`src/hw/rtl/sfau_pkg.sv`:
```
// ----------------------------------------------------------------------------
// sfau_pkg
// Shared types, command codes and packing helpers of the single-precision unit.
// ----------------------------------------------------------------------------
package sfau_pkg;

  typedef enum logic [3:0] {
    CMD_ADD = 4'd0,
    CMD_SUB = 4'd1,
    CMD_MUL = 4'd2,
    CMD_DIV = 4'd3,
    CMD_I2F = 4'd4,
    CMD_U2F = 4'd5,
    CMD_F2I = 4'd6,
    CMD_F2D = 4'd7,
    CMD_D2F = 4'd8,
    CMD_EQ  = 4'd9,
    CMD_LT  = 4'd10,
    CMD_LE  = 4'd11,
    CMD_GT  = 4'd12,
    CMD_GE  = 4'd13
  } cmd_t;

  typedef enum logic [2:0] {
    ST_IDLE,
    ST_SETUP,
    ST_EXEC,
    ST_DNORM,
    ST_DIV,
    ST_NORM,
    ST_PACK,
    ST_OUT
  } state_t;

  // Signed working exponent, wide enough for every intermediate value.
  typedef logic signed [12:0] exp_t;

  localparam logic [22:0] FRAC_MASK  = 23'h7FFFFF;
  localparam logic [31:0] INT_MAX    = 32'h7FFFFFFF;
  localparam logic [31:0] INT_MIN    = 32'h80000000;
  localparam int          BIAS_S     = 127;
  localparam int          BIAS_D     = 1023;
  localparam int          DIV_QBITS  = 26;

  // Truncating single pack: flush below range, infinity above.
  function automatic logic [31:0] pack_single(input logic s, input exp_t e,
                                              input logic [23:0] m);
    logic [31:0] res;
    if (m == 24'd0 || e < 13'sd1) begin
      res = {s, 31'd0};
    end else if (e >= 13'sd255) begin
      res = {s, 8'hFF, 23'd0};
    end else begin
      res = {s, e[7:0], m[22:0] & FRAC_MASK};
    end
    return res;
  endfunction

endpackage

```
`src/hw/rtl/sfau_if.sv`:
```
// ----------------------------------------------------------------------------
// sfau_if
// Ready/valid channels of the single-precision unit: command and result.
// ----------------------------------------------------------------------------
interface sfau_in_if import sfau_pkg::*; ();
  logic        valid;
  logic        ready;
  logic [3:0]  cmd;
  logic [63:0] operand_a;
  logic [31:0] operand_b;

  modport source (output valid, output cmd, output operand_a, output operand_b,
                  input ready);
  modport sink   (input valid, input cmd, input operand_a, input operand_b,
                  output ready);
endinterface

interface sfau_out_if import sfau_pkg::*; ();
  logic        valid;
  logic        ready;
  logic [63:0] result;

  modport source (output valid, output result, input ready);
  modport sink   (input valid, input result, output ready);
endinterface

```
`src/hw/rtl/sfau_div.sv`:
```
// ----------------------------------------------------------------------------
// sfau_div
// Restoring mantissa divider, one quotient bit per cycle.
// ----------------------------------------------------------------------------
module sfau_div import sfau_pkg::*; (
  input  logic                 clk,
  input  logic                 rst_n,
  input  logic                 start,
  input  logic [23:0]          num,
  input  logic [23:0]          den,
  output logic                 done,
  output logic [DIV_QBITS-1:0] quo
);

  logic [24:0]          rem_r, rem_nxt;
  logic [23:0]          den_r, den_nxt;
  logic [DIV_QBITS-1:0] q_r, q_nxt;
  logic [4:0]           cnt_r, cnt_nxt;
  logic                 done_r, done_nxt;
  logic                 ge;
  logic [24:0]          diff;

  always_comb begin
    ge       = (rem_r >= {1'b0, den_r});
    diff     = ge ? (rem_r - {1'b0, den_r}) : rem_r;
    rem_nxt  = rem_r;
    den_nxt  = den_r;
    q_nxt    = q_r;
    cnt_nxt  = cnt_r;
    done_nxt = 1'b0;
    if (start) begin
      rem_nxt = {1'b0, num};
      den_nxt = den;
      q_nxt   = '0;
      cnt_nxt = 5'(DIV_QBITS);
    end else if (cnt_r != 5'd0) begin
      // remainder stays below den, so the shift fits
      rem_nxt  = {diff[23:0], 1'b0};
      q_nxt    = {q_r[DIV_QBITS-2:0], ge};
      cnt_nxt  = cnt_r - 5'd1;
      done_nxt = (cnt_r == 5'd1);
    end
  end

  always_ff @(posedge clk) begin
    if (!rst_n) begin
      cnt_r  <= '0;
      done_r <= 1'b0;
    end else begin
      cnt_r  <= cnt_nxt;
      done_r <= done_nxt;
    end
    rem_r <= rem_nxt;
    den_r <= den_nxt;
    q_r   <= q_nxt;
  end

  assign done = done_r;
  assign quo  = q_r;

endmodule

```
`src/hw/rtl/single_float_arith_unit.sv`:
```
// ----------------------------------------------------------------------------
// single_float_arith_unit
// Truncating single-precision unit: add, sub, mul, div, conversions, compares.
// ----------------------------------------------------------------------------
// Compares and direct conversions go from setup straight to out_ch.valid;
// add/sub, mul, i2f/u2f and subnormal f2d normalize one bit at a time and
// pack; div pre-shifts its operands and runs the divider before that.
// One item at a time: in_ch.ready is high only when idle, entered in the cycle
// after the result is taken.
// Synchronous active-low reset returns the sequencer and divider to idle.
// ----------------------------------------------------------------------------
module single_float_arith_unit import sfau_pkg::*; (
  input  logic         clk,
  input  logic         rst_n,
  sfau_in_if.sink      in_ch,
  sfau_out_if.source   out_ch
);

  // sequencer
  state_t state_r, state_nxt;

  // captured item
  logic [3:0]  cmd_r, cmd_nxt;
  logic [63:0] a_r, a_nxt;
  logic [31:0] b_r, b_nxt;

  // working datapath registers
  logic        s_r, s_nxt;
  exp_t        e_r, e_nxt;
  exp_t        eb_r, eb_nxt;
  logic [23:0] ma_r, ma_nxt;
  logic [23:0] mb_r, mb_nxt;
  logic [56:0] r_r, r_nxt;       // wide mantissa / aligned addend
  logic        same_r, same_nxt; // effective add when signs agree
  logic        dbl_r, dbl_nxt;   // pack as double (subnormal f2d)
  logic [63:0] res_r, res_nxt;

  // control flags for the sequencer
  logic setup_direct, setup_norm, setup_exec, setup_dnorm;
  logic sum_zero, dn_ready;
  logic div_start, div_done;
  logic [DIV_QBITS-1:0] div_q;

  // setup-stage temporaries
  logic [31:0] ua, ub;
  logic        usa, usb, sbig, ssml;
  exp_t        uea, ueb, ebig, esml;
  logic [23:0] uma, umb, mbig, msml;
  logic        swap;
  logic [7:0]  dsh;
  logic [55:0] wfull, wsh, wb;
  logic        lost;
  logic signed [32:0] ka, kb;
  logic [31:0] mag;
  exp_t        fe;
  logic [31:0] m32;
  exp_t        ed;
  logic [56:0] sum;
  logic [47:0] prod;
  exp_t        qe;
  logic [23:0] qm;

  sfau_div u_div (
    .clk   (clk),
    .rst_n (rst_n),
    .start (div_start),
    .num   (ma_r),
    .den   (mb_r),
    .done  (div_done),
    .quo   (div_q)
  );

  // ---------------------------------------------------------------- datapath
  always_comb begin
    cmd_nxt  = cmd_r;
    a_nxt    = a_r;
    b_nxt    = b_r;
    s_nxt    = s_r;
    e_nxt    = e_r;
    eb_nxt   = eb_r;
    ma_nxt   = ma_r;
    mb_nxt   = mb_r;
    r_nxt    = r_r;
    same_nxt = same_r;
    dbl_nxt  = dbl_r;
    res_nxt  = res_r;

    setup_direct = 1'b0;
    setup_norm   = 1'b0;
    setup_exec   = 1'b0;
    setup_dnorm  = 1'b0;

    // unpack both singles; subtraction flips b's sign
    ua  = a_r[31:0];
    ub  = (cmd_r == CMD_SUB) ? (b_r ^ INT_MIN) : b_r;
    usa = ua[31];
    usb = ub[31];
    uea = (ua[30:23] == 8'd0) ? 13'sd1 : exp_t'({5'd0, ua[30:23]});
    ueb = (ub[30:23] == 8'd0) ? 13'sd1 : exp_t'({5'd0, ub[30:23]});
    uma = {ua[30:23] != 8'd0, ua[22:0]};
    umb = {ub[30:23] != 8'd0, ub[22:0]};

    // magnitude ordering for add/sub
    swap = (uea < ueb) || ((uea == ueb) && (uma < umb));
    sbig = swap ? usb : usa;
    ssml = swap ? usa : usb;
    ebig = swap ? ueb : uea;
    esml = swap ? uea : ueb;
    mbig = swap ? umb : uma;
    msml = swap ? uma : umb;
    dsh  = 8'(ebig - esml);

    // align smaller addend with sticky bit
    wfull = {msml, 32'd0};
    wsh   = wfull >> dsh[5:0];
    lost  = ((wsh << dsh[5:0]) != wfull);
    if (msml == 24'd0)      wb = '0;
    else if (dsh >= 8'd56)  wb = 56'd1;
    else                    wb = wsh | {55'd0, lost};

    // compare keys: signed magnitude
    ka = a_r[31] ? -$signed({2'b0, a_r[30:0]}) : $signed({2'b0, a_r[30:0]});
    kb = b_r[31] ? -$signed({2'b0, b_r[30:0]}) : $signed({2'b0, b_r[30:0]});

    mag = (cmd_r == CMD_I2F && a_r[31]) ? (~a_r[31:0] + 32'd1) : a_r[31:0];

    // float to int
    fe  = exp_t'({5'd0, a_r[30:23]}) - 13'sd127;
    m32 = {8'd0, 1'b1, a_r[22:0]};
    if (fe <= 13'sd23) m32 = m32 >> 5'(13'sd23 - fe);
    else               m32 = m32 << 5'(fe - 13'sd23);
    if (a_r[31]) m32 = ~m32 + 32'd1;

    ed = exp_t'({2'b0, a_r[62:52]}) - 13'sd896;

    sum  = same_r ? ({1'b0, ma_r, 32'd0} + {1'b0, r_r[55:0]})
                  : ({1'b0, ma_r, 32'd0} - {1'b0, r_r[55:0]});
    prod = ma_r * mb_r;
    sum_zero = (sum == 57'd0);
    dn_ready = ma_r[23] && mb_r[23];

    qe = div_q[DIV_QBITS-1] ? (e_r - eb_r + 13'sd127) : (e_r - eb_r + 13'sd126);
    qm = div_q[DIV_QBITS-1] ? div_q[25:2] : div_q[24:1];

    unique case (state_r)
      ST_IDLE: begin
        if (in_ch.valid) begin
          cmd_nxt = in_ch.cmd;
          a_nxt   = in_ch.operand_a;
          b_nxt   = in_ch.operand_b;
          dbl_nxt = 1'b0;
        end
      end

      ST_SETUP: begin
        res_nxt = '0;
        case (cmd_r)
          CMD_ADD, CMD_SUB: begin
            if (mbig == 24'd0) begin
              setup_direct = 1'b1;
              res_nxt = {32'd0, (sbig == ssml) ? sbig : 1'b0, 31'd0};
            end else begin
              setup_exec = 1'b1;
              s_nxt    = sbig;
              e_nxt    = ebig;
              ma_nxt   = mbig;
              r_nxt    = {1'b0, wb};
              same_nxt = (sbig == ssml);
            end
          end
          CMD_MUL: begin
            if (uma == 24'd0 || umb == 24'd0) begin
              setup_direct = 1'b1;
              res_nxt = {32'd0, usa ^ usb, 31'd0};
            end else begin
              setup_exec = 1'b1;
              s_nxt  = usa ^ usb;
              e_nxt  = uea + ueb - 13'sd126;
              ma_nxt = uma;
              mb_nxt = umb;
            end
          end
          CMD_DIV: begin
            if (umb == 24'd0) begin
              setup_direct = 1'b1;
              res_nxt = {32'd0, usa ^ usb, 8'hFF, 23'd0};
            end else if (uma == 24'd0) begin
              setup_direct = 1'b1;
              res_nxt = {32'd0, usa ^ usb, 31'd0};
            end else begin
              setup_dnorm = 1'b1;
              s_nxt  = usa ^ usb;
              e_nxt  = uea;
              eb_nxt = ueb;
              ma_nxt = uma;
              mb_nxt = umb;
            end
          end
          CMD_I2F, CMD_U2F: begin
            if (mag == 32'd0) begin
              setup_direct = 1'b1;
            end else begin
              setup_norm = 1'b1;
              s_nxt = (cmd_r == CMD_I2F) && a_r[31];
              e_nxt = 13'sd158;
              r_nxt = {1'b0, mag, 24'd0};
            end
          end
          CMD_F2I: begin
            setup_direct = 1'b1;
            if (fe < 13'sd0)       res_nxt = '0;
            else if (fe > 13'sd30) res_nxt = {32'd0, a_r[31] ? INT_MIN : INT_MAX};
            else                   res_nxt = {32'd0, m32};
          end
          CMD_F2D: begin
            if (a_r[30:23] == 8'hFF) begin
              setup_direct = 1'b1;
              res_nxt = {a_r[31], 11'h7FF, a_r[22:0], 29'd0};
            end else if (a_r[30:23] == 8'd0 && a_r[22:0] == 23'd0) begin
              setup_direct = 1'b1;
              res_nxt = {a_r[31], 63'd0};
            end else if (a_r[30:23] == 8'd0) begin
              // subnormal: normalize then pack as double
              setup_norm = 1'b1;
              dbl_nxt = 1'b1;
              s_nxt   = a_r[31];
              e_nxt   = 13'sd1;
              r_nxt   = {2'b0, a_r[22:0], 32'd0};
            end else begin
              setup_direct = 1'b1;
              res_nxt = {a_r[31], 11'({3'd0, a_r[30:23]} + 11'd896), a_r[22:0], 29'd0};
            end
          end
          CMD_D2F: begin
            setup_direct = 1'b1;
            if (a_r[62:52] == 11'd0)
              res_nxt = {32'd0, a_r[63], 31'd0};
            else if (a_r[62:52] == 11'h7FF)
              res_nxt = {32'd0, a_r[63], 8'hFF, a_r[51:29]};
            else
              res_nxt = {32'd0, pack_single(a_r[63], ed, {1'b1, a_r[51:29]})};
          end
          CMD_EQ: begin setup_direct = 1'b1; res_nxt = {63'd0, ka == kb}; end
          CMD_LT: begin setup_direct = 1'b1; res_nxt = {63'd0, ka <  kb}; end
          CMD_LE: begin setup_direct = 1'b1; res_nxt = {63'd0, ka <= kb}; end
          CMD_GT: begin setup_direct = 1'b1; res_nxt = {63'd0, ka >  kb}; end
          CMD_GE: begin setup_direct = 1'b1; res_nxt = {63'd0, ka >= kb}; end
          default: begin setup_direct = 1'b1; end
        endcase
      end

      ST_EXEC: begin
        if (cmd_r == CMD_MUL) begin
          r_nxt = {1'b0, prod, 8'd0};
        end else if (sum_zero) begin
          res_nxt = '0;
        end else if (sum[56]) begin
          r_nxt = {1'b0, sum[56:1]};
          e_nxt = e_r + 13'sd1;
        end else begin
          r_nxt = sum;
        end
      end

      ST_DNORM: begin
        if (!ma_r[23]) begin
          ma_nxt = {ma_r[22:0], 1'b0};
          e_nxt  = e_r - 13'sd1;
        end
        if (!mb_r[23]) begin
          mb_nxt = {mb_r[22:0], 1'b0};
          eb_nxt = eb_r - 13'sd1;
        end
      end

      ST_DIV: begin
        if (div_done) begin
          r_nxt = {1'b0, qm, 32'd0};
          e_nxt = qe;
        end
      end

      ST_NORM: begin
        // one bit per cycle until the leading one reaches bit 55
        if (!r_r[55]) begin
          r_nxt = {r_r[55:0], 1'b0};
          e_nxt = e_r - 13'sd1;
        end
      end

      ST_PACK: begin
        if (dbl_r) res_nxt = {s_r, 11'(e_r + 13'sd896), r_r[54:32], 29'd0};
        else       res_nxt = {32'd0, pack_single(s_r, e_r, r_r[55:32])};
      end

      ST_OUT: begin
      end

      default: begin
      end
    endcase
  end

  // -------------------------------------------------------------- next state
  always_comb begin
    state_nxt = state_r;
    unique case (state_r)
      ST_IDLE:  if (in_ch.valid) state_nxt = ST_SETUP;
      ST_SETUP: begin
        if (setup_exec)       state_nxt = ST_EXEC;
        else if (setup_dnorm) state_nxt = ST_DNORM;
        else if (setup_norm)  state_nxt = ST_NORM;
        else                  state_nxt = ST_OUT;
      end
      ST_EXEC: begin
        if (cmd_r != CMD_MUL && sum_zero) state_nxt = ST_OUT;
        else                              state_nxt = ST_NORM;
      end
      ST_DNORM: if (dn_ready) state_nxt = ST_DIV;
      ST_DIV:   if (div_done) state_nxt = ST_NORM;
      ST_NORM:  if (r_r[55])  state_nxt = ST_PACK;
      ST_PACK:  state_nxt = ST_OUT;
      ST_OUT:   if (out_ch.ready) state_nxt = ST_IDLE;
      default:  state_nxt = ST_IDLE;
    endcase
  end

  // ----------------------------------------------------------------- outputs
  always_comb begin
    in_ch.ready  = (state_r == ST_IDLE);
    out_ch.valid = (state_r == ST_OUT);
    out_ch.result = res_r;
    div_start    = (state_r == ST_DNORM) && dn_ready;
  end

  always_ff @(posedge clk) begin
    if (!rst_n) begin
      state_r <= ST_IDLE;
    end else begin
      state_r <= state_nxt;
    end
    cmd_r  <= cmd_nxt;
    a_r    <= a_nxt;
    b_r    <= b_nxt;
    s_r    <= s_nxt;
    e_r    <= e_nxt;
    eb_r   <= eb_nxt;
    ma_r   <= ma_nxt;
    mb_r   <= mb_nxt;
    r_r    <= r_nxt;
    same_r <= same_nxt;
    dbl_r  <= dbl_nxt;
    res_r  <= res_nxt;
  end

  // -------------------------------------------------------------- assertions
  a_no_overlap: assert property (@(posedge clk) disable iff (!rst_n)
    !(in_ch.ready && out_ch.valid))
    else $error("input and output handshakes overlap");

  a_div_done_in_div: assert property (@(posedge clk) disable iff (!rst_n)
    div_done |-> (state_r == ST_DIV))
    else $error("divider finished outside divide wait");

  a_norm_nonzero: assert property (@(posedge clk) disable iff (!rst_n)
    (state_r == ST_NORM) |-> (r_r != 57'd0))
    else $error("normalize loop entered with zero mantissa");

  a_start_then_wait: assert property (@(posedge clk) disable iff (!rst_n)
    div_start |=> (state_r == ST_DIV))
    else $error("divider started without entering divide wait");

endmodule

```
`src/flat_wrapper.sv`:
```
// flat-port wrapper written by rule: the top's interface ports become plain ports
module single_float_arith_unit_flat import sfau_pkg::*;
  (clk, rst_n, in_ch_valid, in_ch_cmd, in_ch_operand_a, in_ch_operand_b, in_ch_ready, out_ch_valid, out_ch_result, out_ch_ready);
  sfau_in_if in_ch_i ();
  sfau_out_if out_ch_i ();
  input  logic clk;
  input  logic rst_n;
  input wire logic [$bits(in_ch_i.valid)-1:0] in_ch_valid;
  input wire logic [$bits(in_ch_i.cmd)-1:0] in_ch_cmd;
  input wire logic [$bits(in_ch_i.operand_a)-1:0] in_ch_operand_a;
  input wire logic [$bits(in_ch_i.operand_b)-1:0] in_ch_operand_b;
  output wire logic [$bits(in_ch_i.ready)-1:0] in_ch_ready;
  output wire logic [$bits(out_ch_i.valid)-1:0] out_ch_valid;
  output wire logic [$bits(out_ch_i.result)-1:0] out_ch_result;
  input wire logic [$bits(out_ch_i.ready)-1:0] out_ch_ready;
  assign in_ch_i.valid = in_ch_valid;
  assign in_ch_i.cmd = in_ch_cmd;
  assign in_ch_i.operand_a = in_ch_operand_a;
  assign in_ch_i.operand_b = in_ch_operand_b;
  assign in_ch_ready = in_ch_i.ready;
  assign out_ch_valid = out_ch_i.valid;
  assign out_ch_result = out_ch_i.result;
  assign out_ch_i.ready = out_ch_ready;
  single_float_arith_unit u_core (.clk(clk), .rst_n(rst_n), .in_ch(in_ch_i), .out_ch(out_ch_i));
endmodule
```
`config.mk`:
```
export PLATFORM = sky130hd
export DESIGN_NAME = single_float_arith_unit_flat
export DESIGN_NICKNAME = d
export VERILOG_FILES = /design/src/hw/rtl/sfau_pkg.sv /design/src/hw/rtl/sfau_if.sv /design/src/hw/rtl/sfau_div.sv /design/src/hw/rtl/single_float_arith_unit.sv /design/src/flat_wrapper.sv
export SDC_FILE = /design/constraint.sdc
export NUM_CORES = 2
export LEC_CHECK = 0
export ABC_AREA = 1
export BUFFER_PORTS_ARGS = -buffer_cell sky130_fd_sc_hd__buf_2
export CORE_MARGIN = 5
export CORE_UTILIZATION = 29
export DETAILED_ROUTE_END_ITERATION = 10
export GPL_ROUTABILITY_DRIVEN = 0
export PLACE_DENSITY_LB_ADDON = 0.12
export SLEW_MARGIN = 25
export SYNTH_ARGS = -nofsm -noshare
export SYNTH_HDL_FRONTEND = slang
export SYNTH_SLANG_ARGS = --single-unit
```
`constraint.sdc`:
```
create_clock -name clk -period 8.79 [get_ports clk]
set_input_delay 0 -clock clk [delete_from_list [all_inputs] [get_ports clk]]
set_output_delay 0 -clock clk [all_outputs]
set_load 0.1 [all_outputs]
```
==> impl_results.html <==
<table>
<tr><th>Metric</th><th>Value</th></tr>
<tr><th colspan="2">Flow run</th></tr>
<tr><td>Maximum capacitance violations</td><td>0</td></tr>
<tr><th colspan="2">Drt</th></tr>
<tr><td>Number of optimization iterations in the first detailed-route pass</td><td>7</td></tr>
<tr><td>Post-DR vias/cell</td><td>5.32</td></tr>
<tr><td>Avg WL per Cell</td><td>24.3 um</td></tr>
<tr><td>Post-Route WL</td><td>around 270000 um</td></tr>
<tr><td>DRC errors left</td><td>0</td></tr>
<tr><td>Final ANT Viol Nets</td><td>0</td></tr>
<tr><td>Detailed-route via count</td><td>58200</td></tr>
<tr><td>Violation count after the first detailed-route iteration</td><td>between 6000 and 7000</td></tr>
<tr><th colspan="2">Place</th></tr>
<tr><td>Number of buffers added on ports</td><td>169</td></tr>
<tr><td>Dpl cells</td><td>between 10000 and 15000</td></tr>
<tr><td>Post-placement setup slack</td><td>a little over 0.09 ns</td></tr>
<tr><td>HPWL after detailed placement</td><td>215000 um</td></tr>
<tr><th colspan="2">Synthesis</th></tr>
<tr><td>Largest area contributor in the synthesized netlist</td><td>sky130_fd_sc_hd__edfxtp_1</td></tr>
<tr><td>Post-synthesis area per instance</td><td>7.02 um^2</td></tr>
<tr><td>Register area share after synthesis</td><td>19.3%</td></tr>
<tr><td>Yosys cell types</td><td>between 70 and 80</td></tr>
<tr><td>Synth Instances</td><td>8179</td></tr>
<tr><td>Mapped Area</td><td>57400 um^2</td></tr>
<tr><td>Proportion of synthesized flip-flops having asynchronous set or reset</td><td>0%</td></tr>
<tr><td>Main flop type after synthesis</td><td>sky130_fd_sc_hd__edfxtp_1</td></tr>
<tr><td>Post-synthesis net count</td><td>9134</td></tr>
<tr><td>Top cell type's share of synthesized area</td><td>between 10% and 20%</td></tr>
<tr><td>Biggest area contributors in the synthesized netlist</td><td>sky130_fd_sc_hd__edfxtp_1 (18%), sky130_fd_sc_hd__fa_1 (17%), sky130_fd_sc_hd__nand2_1 (13%), sky130_fd_sc_hd__inv_1 (8.5%), sky130_fd_sc_hd__ha_1 (8.0%)</td></tr>
<tr><td>Number of warning messages in the yosys log</td><td>0</td></tr>
<tr><td>Number of enable flip-flop cells after synthesis</td><td>345</td></tr>
<tr><td>Seq cells post-synth</td><td>381</td></tr>
<tr><th colspan="2">Critical path</th></tr>
<tr><td>Critical R2R Launch</td><td>u_core.ma_r[7]</td></tr>
<tr><td>Crit Path Max Fanout</td><td>18</td></tr>
<tr><td>Reg2Reg Setup Slack</td><td>0.64 ns</td></tr>
<tr><td>Critical Setup Path Class</td><td>flip-flop to flip-flop</td></tr>
<tr><td>End of the worst register-to-register path</td><td>u_core.r_r[54]</td></tr>
<tr><td>Cell count of the worst reg-to-reg path</td><td>38</td></tr>
<tr><td>Crit path launch type</td><td>flip-flop</td></tr>
<tr><td>Largest incremental delay on the critical path</td><td>~0.54 ns</td></tr>
<tr><td>Critical path endpoint category</td><td>flip-flop</td></tr>
<tr><td>Critical path required time</td><td>roughly 9.2 ns</td></tr>
<tr><td>Cell mode on critical path</td><td>sky130_fd_sc_hd__nand2_1</td></tr>
<tr><td>Worst endpoint data arrival time</td><td>between 8 and 9 ns</td></tr>
<tr><td>Slowest stage cell, crit path</td><td>sky130_fd_sc_hd__fa_1</td></tr>
<tr><th colspan="2">STA</th></tr>
<tr><td>Number of hold-slack violations in the final timing report</td><td>0</td></tr>
<tr><td>RSZ-0062 raised after global routing</td><td>false</td></tr>
<tr><td>Least setup slack across all paths after layout</td><td>0.639 ns</td></tr>
<tr><td>Portion of the clock cycle consumed by the worst path in the final layout</td><td>slightly above 90%</td></tr>
<tr><td>Total negative slack</td><td>0 ns</td></tr>
<tr><td>Final-report setup violation count</td><td>0</td></tr>
<tr><td>Highest attainable clock frequency</td><td>approximately 0.12 GHz</td></tr>
<tr><td>Fin. max-slew vios</td><td>0</td></tr>
<tr><td>Post-route clock skew</td><td>0.0577 ns</td></tr>
<tr><td>Final Critical Period</td><td>8.15 ns</td></tr>
<tr><td>Transition time of the tightest slew-check pin</td><td>1.15 ns</td></tr>
<tr><td>Worst rel slew slack</td><td>22.5%</td></tr>
<tr><th colspan="2">Global routing</th></tr>
<tr><td>Wire length of the first global-routing pass</td><td>388000 um</td></tr>
<tr><td>Initial antenna violation count</td><td>23</td></tr>
<tr><td>Grt met2 use</td><td>38.8%</td></tr>
<tr><td>Pin count of the biggest net entering global routing</td><td>69</td></tr>
<tr><td>Global router's overall resource usage</td><td>25.1%</td></tr>
<tr><td>Met1 capacity usage during global routing</td><td>36.0%</td></tr>
<tr><td>Vias in the first global route</td><td>56500</td></tr>
<tr><td>Met3 Usage GRT</td><td>about 3.6%</td></tr>
<tr><td>Most Crowded Layer GR</td><td>met2</td></tr>
<tr><td>GRT Residual Overflow</td><td>0</td></tr>
<tr><th colspan="2">Clock network</th></tr>
<tr><td>Number of buffers added by the clock tree synthesis step</td><td>50</td></tr>
<tr><td>Max clock buf depth</td><td>3</td></tr>
<tr><td>Root buf cell</td><td>sky130_fd_sc_hd__clkbuf_16</td></tr>
<tr><td>Skew-Pair Late Insertion Delay</td><td>0.70 ns</td></tr>
<tr><td>Clock tree sinks</td><td>381</td></tr>
<tr><td>Number of H-tree branching levels</td><td>2</td></tr>
<tr><td>Register clock-pin slew on the reported worst setup and hold paths</td><td>0.07 ns</td></tr>
<tr><td>CTS tree</td><td>done</td></tr>
<tr><th colspan="2">Status</th></tr>
<tr><td>Status</td><td>complete, no violations</td></tr>
<tr><th colspan="2">Floorplanning</th></tr>
<tr><td>Number of rows in the core area</td><td>163</td></tr>
<tr><td>Full die area</td><td>207000 um^2</td></tr>
<tr><td>Starting utilization of the core area</td><td>29.1%</td></tr>
<tr><td>Area inside the core boundary</td><td>197000 um^2</td></tr>
<tr><td>Die height</td><td>455 um</td></tr>
<tr><td>X dimension of the die</td><td>approximately 450 um</td></tr>
<tr><td>Count of boundary I/O pins</td><td>170</td></tr>
<tr><th colspan="2">Layout</th></tr>
<tr><td>Area used by sequential logic in the layout</td><td>11100 um^2</td></tr>
<tr><td>Multi-input gate area in the final layout</td><td>39300 um^2</td></tr>
<tr><td>Final-stage net count</td><td>between 9000 and 10000</td></tr>
<tr><td>Final core utilization</td><td>32.6%</td></tr>
<tr><td>Layout cell share with drive strength beyond 1</td><td>under 10%</td></tr>
<tr><td>Growth of design area from synthesis to finish</td><td>12.0%</td></tr>
<tr><td>Non-filler cells, final</td><td>10900</td></tr>
<tr><td>Number of fill cells</td><td>21500</td></tr>
<tr><th colspan="2">Min path</th></tr>
<tr><td>Worst hold stages</td><td>2</td></tr>
<tr><td>Class of the most critical hold timing path</td><td>input pin to flip-flop</td></tr>
<tr><td>Worst Min Path Start</td><td>in_ch_operand_a[19]</td></tr>
<tr><td>End point of the most critical hold path</td><td>u_core.a_r[19]</td></tr>
</table>
-- worst max path at each step --
stage                                 to  depth (start not counted)  slack (ns)           start
after floorplan            u_core.r_r[0]                         30        0.14  u_core.a_r[23]
after global placement    u_core.r_r[54]                         39        0.16  u_core.ma_r[5]
after detailed placement  u_core.r_r[54]                         38        0.09  u_core.ma_r[5]
after CTS                 u_core.r_r[54]                         38        0.09  u_core.ma_r[5]
after global routing      u_core.r_r[54]                         38       0.007  u_core.ma_r[7]
final                     u_core.r_r[54]                         38        0.64  u_core.ma_r[7]
-- final cells by class --
| type | instances | area share, % |
|---|---|---|
| well taps | 2640 | 5.14 |
| clock inverters | 34 | 0.565 |
| inverters | 1336 | 7.82 |
| clock buffers | 59 | 2.06 |
| diodes | 8 | 0.0312 |
| repair buffers | 507 | 5.96 |
| multi-input cells | 5982 | 61.2 |
| flip-flops and latches | 381 | 17.2 |
-- state kept, by name, indices dropped and copies added, names as in the netlist, 25 cells and up --
| name | count |
|---|---|
| u_core.u_div.quo | 26 |
| u_core.out_ch.result | 64 |
| u_core.a_r | 64 |
| u_core.u_div.rem_r | 25 |
| u_core.r_r | 56 |
| u_core.b_r | 32 |
-- cell usage after synthesis (9+ instances only) --
library cell and n:
sky130_fd_sc_hd__nand2_1 1983, sky130_fd_sc_hd__inv_1 1297, sky130_fd_sc_hd__nand3_1 745, sky130_fd_sc_hd__o21ai_0 558
sky130_fd_sc_hd__fa_1 486, sky130_fd_sc_hd__nor2_1 481, sky130_fd_sc_hd__ha_1 365, sky130_fd_sc_hd__a21oi_1 348
sky130_fd_sc_hd__clkbuf_1 347, sky130_fd_sc_hd__edfxtp_1 345, sky130_fd_sc_hd__xor2_1 139, sky130_fd_sc_hd__o22ai_1 132
sky130_fd_sc_hd__nand4_1 99, sky130_fd_sc_hd__a31oi_1 85, sky130_fd_sc_hd__o211ai_1 74, sky130_fd_sc_hd__nor3_1 68
sky130_fd_sc_hd__buf_2 57, sky130_fd_sc_hd__buf_1 47, sky130_fd_sc_hd__nor4_1 38, sky130_fd_sc_hd__dfxtp_1 36
sky130_fd_sc_hd__nand2_2 35, sky130_fd_sc_hd__xnor2_1 30, sky130_fd_sc_hd__o21ai_1 27, sky130_fd_sc_hd__or2_2 23
sky130_fd_sc_hd__clkinv_1 19, sky130_fd_sc_hd__a221oi_1 18, sky130_fd_sc_hd__inv_2 17, sky130_fd_sc_hd__nand3_2 17
sky130_fd_sc_hd__buf_6 16, sky130_fd_sc_hd__o221ai_1 16, sky130_fd_sc_hd__o31ai_1 16, sky130_fd_sc_hd__nor2_2 15
sky130_fd_sc_hd__o2111ai_1 14, sky130_fd_sc_hd__o21bai_1 14, sky130_fd_sc_hd__o21a_1 13, sky130_fd_sc_hd__a22oi_1 12
sky130_fd_sc_hd__nand3b_1 11, sky130_fd_sc_hd__a211oi_1 10, sky130_fd_sc_hd__a32oi_1 10, sky130_fd_sc_hd__buf_4 10
sky130_fd_sc_hd__nand2_4 9
-- cells by family (layout without fill, tap and decap cells) --
family / Yosys count / count (layout) / share of synthesized area, %
XOR/XNOR: 170 / 170 / 2.61
buffers and inverters: 1816 / 1936 / 12.4
flip-flops: 381 / 381 / 19.3
AND/OR/NAND/NOR: 3545 / 3545 / 26.5
other: 0 / 8 / 0
adder cells (fa/ha/maj): 851 / 851 / 24.9
AO/OA/AOI/OAI: 1409 / 1409 / 14.1
multiplexers: 7 / 7 / 0.122
-- critical path, delay by kind of cell (launching register included) --
kind	cells	cell delay, ns
adders and majority gates	8	3.94
AOI/OAI and AO/OA	11	1.80
and+or+nand+nor	11	0.93
buffers and inverters	8	0.85
DFF	1	0.40
-- routing by layer --
layer,part of all wire (%),wire [um]
met1,45,120000
met4,3.6,9590
met3,7.6,20200
met2,44,116000
met5,0.0098,26
-- through the flow --
| stage | cell area, um^2 | hold slack (ns) |
|---|---|---|
| 5_1_grt | 64200 | 0.0242 |
| 4_1_cts | 64200 | 0.000273 |
| 3_5_place_dp | 61300 | 0.178 |
| 6_report | 64200 | 0.0459 |
| 3_3_place_gp | 61300 | 0.178 |
| 2_1_floorplan | 57400 | 0.0989 |
-- cell usage in the layout, fill, tap and decap left out, types with 210 or more instances in the layout --
| cell type | n |
|---|---|
| sky130_fd_sc_hd__buf_4 | 210 |
| sky130_fd_sc_hd__nand3_1 | 745 |
| sky130_fd_sc_hd__edfxtp_1 | 345 |
| sky130_fd_sc_hd__ha_1 | 363 |
| sky130_fd_sc_hd__inv_1 | 1293 |
| sky130_fd_sc_hd__nand2_1 | 1980 |
| sky130_fd_sc_hd__o21ai_0 | 554 |
| sky130_fd_sc_hd__nor2_1 | 472 |
| sky130_fd_sc_hd__a21oi_1 | 347 |
| sky130_fd_sc_hd__fa_1 | 486 |
-- timing repair --
| action | in CTS | in global routing |
|---|---|---|
| endpoints found under the hold margin | 110 | 0 |
| gates resized for setup | 0 | 5 |
| endpoints found under the setup margin | 0 | 7 |
| setup buffers | 0 | 3 |
| hold buffers | 113 | 0 |
Power is not shown: default switching activity piles up to over one toggle a cycle in this logic, so the estimate is an artifact.
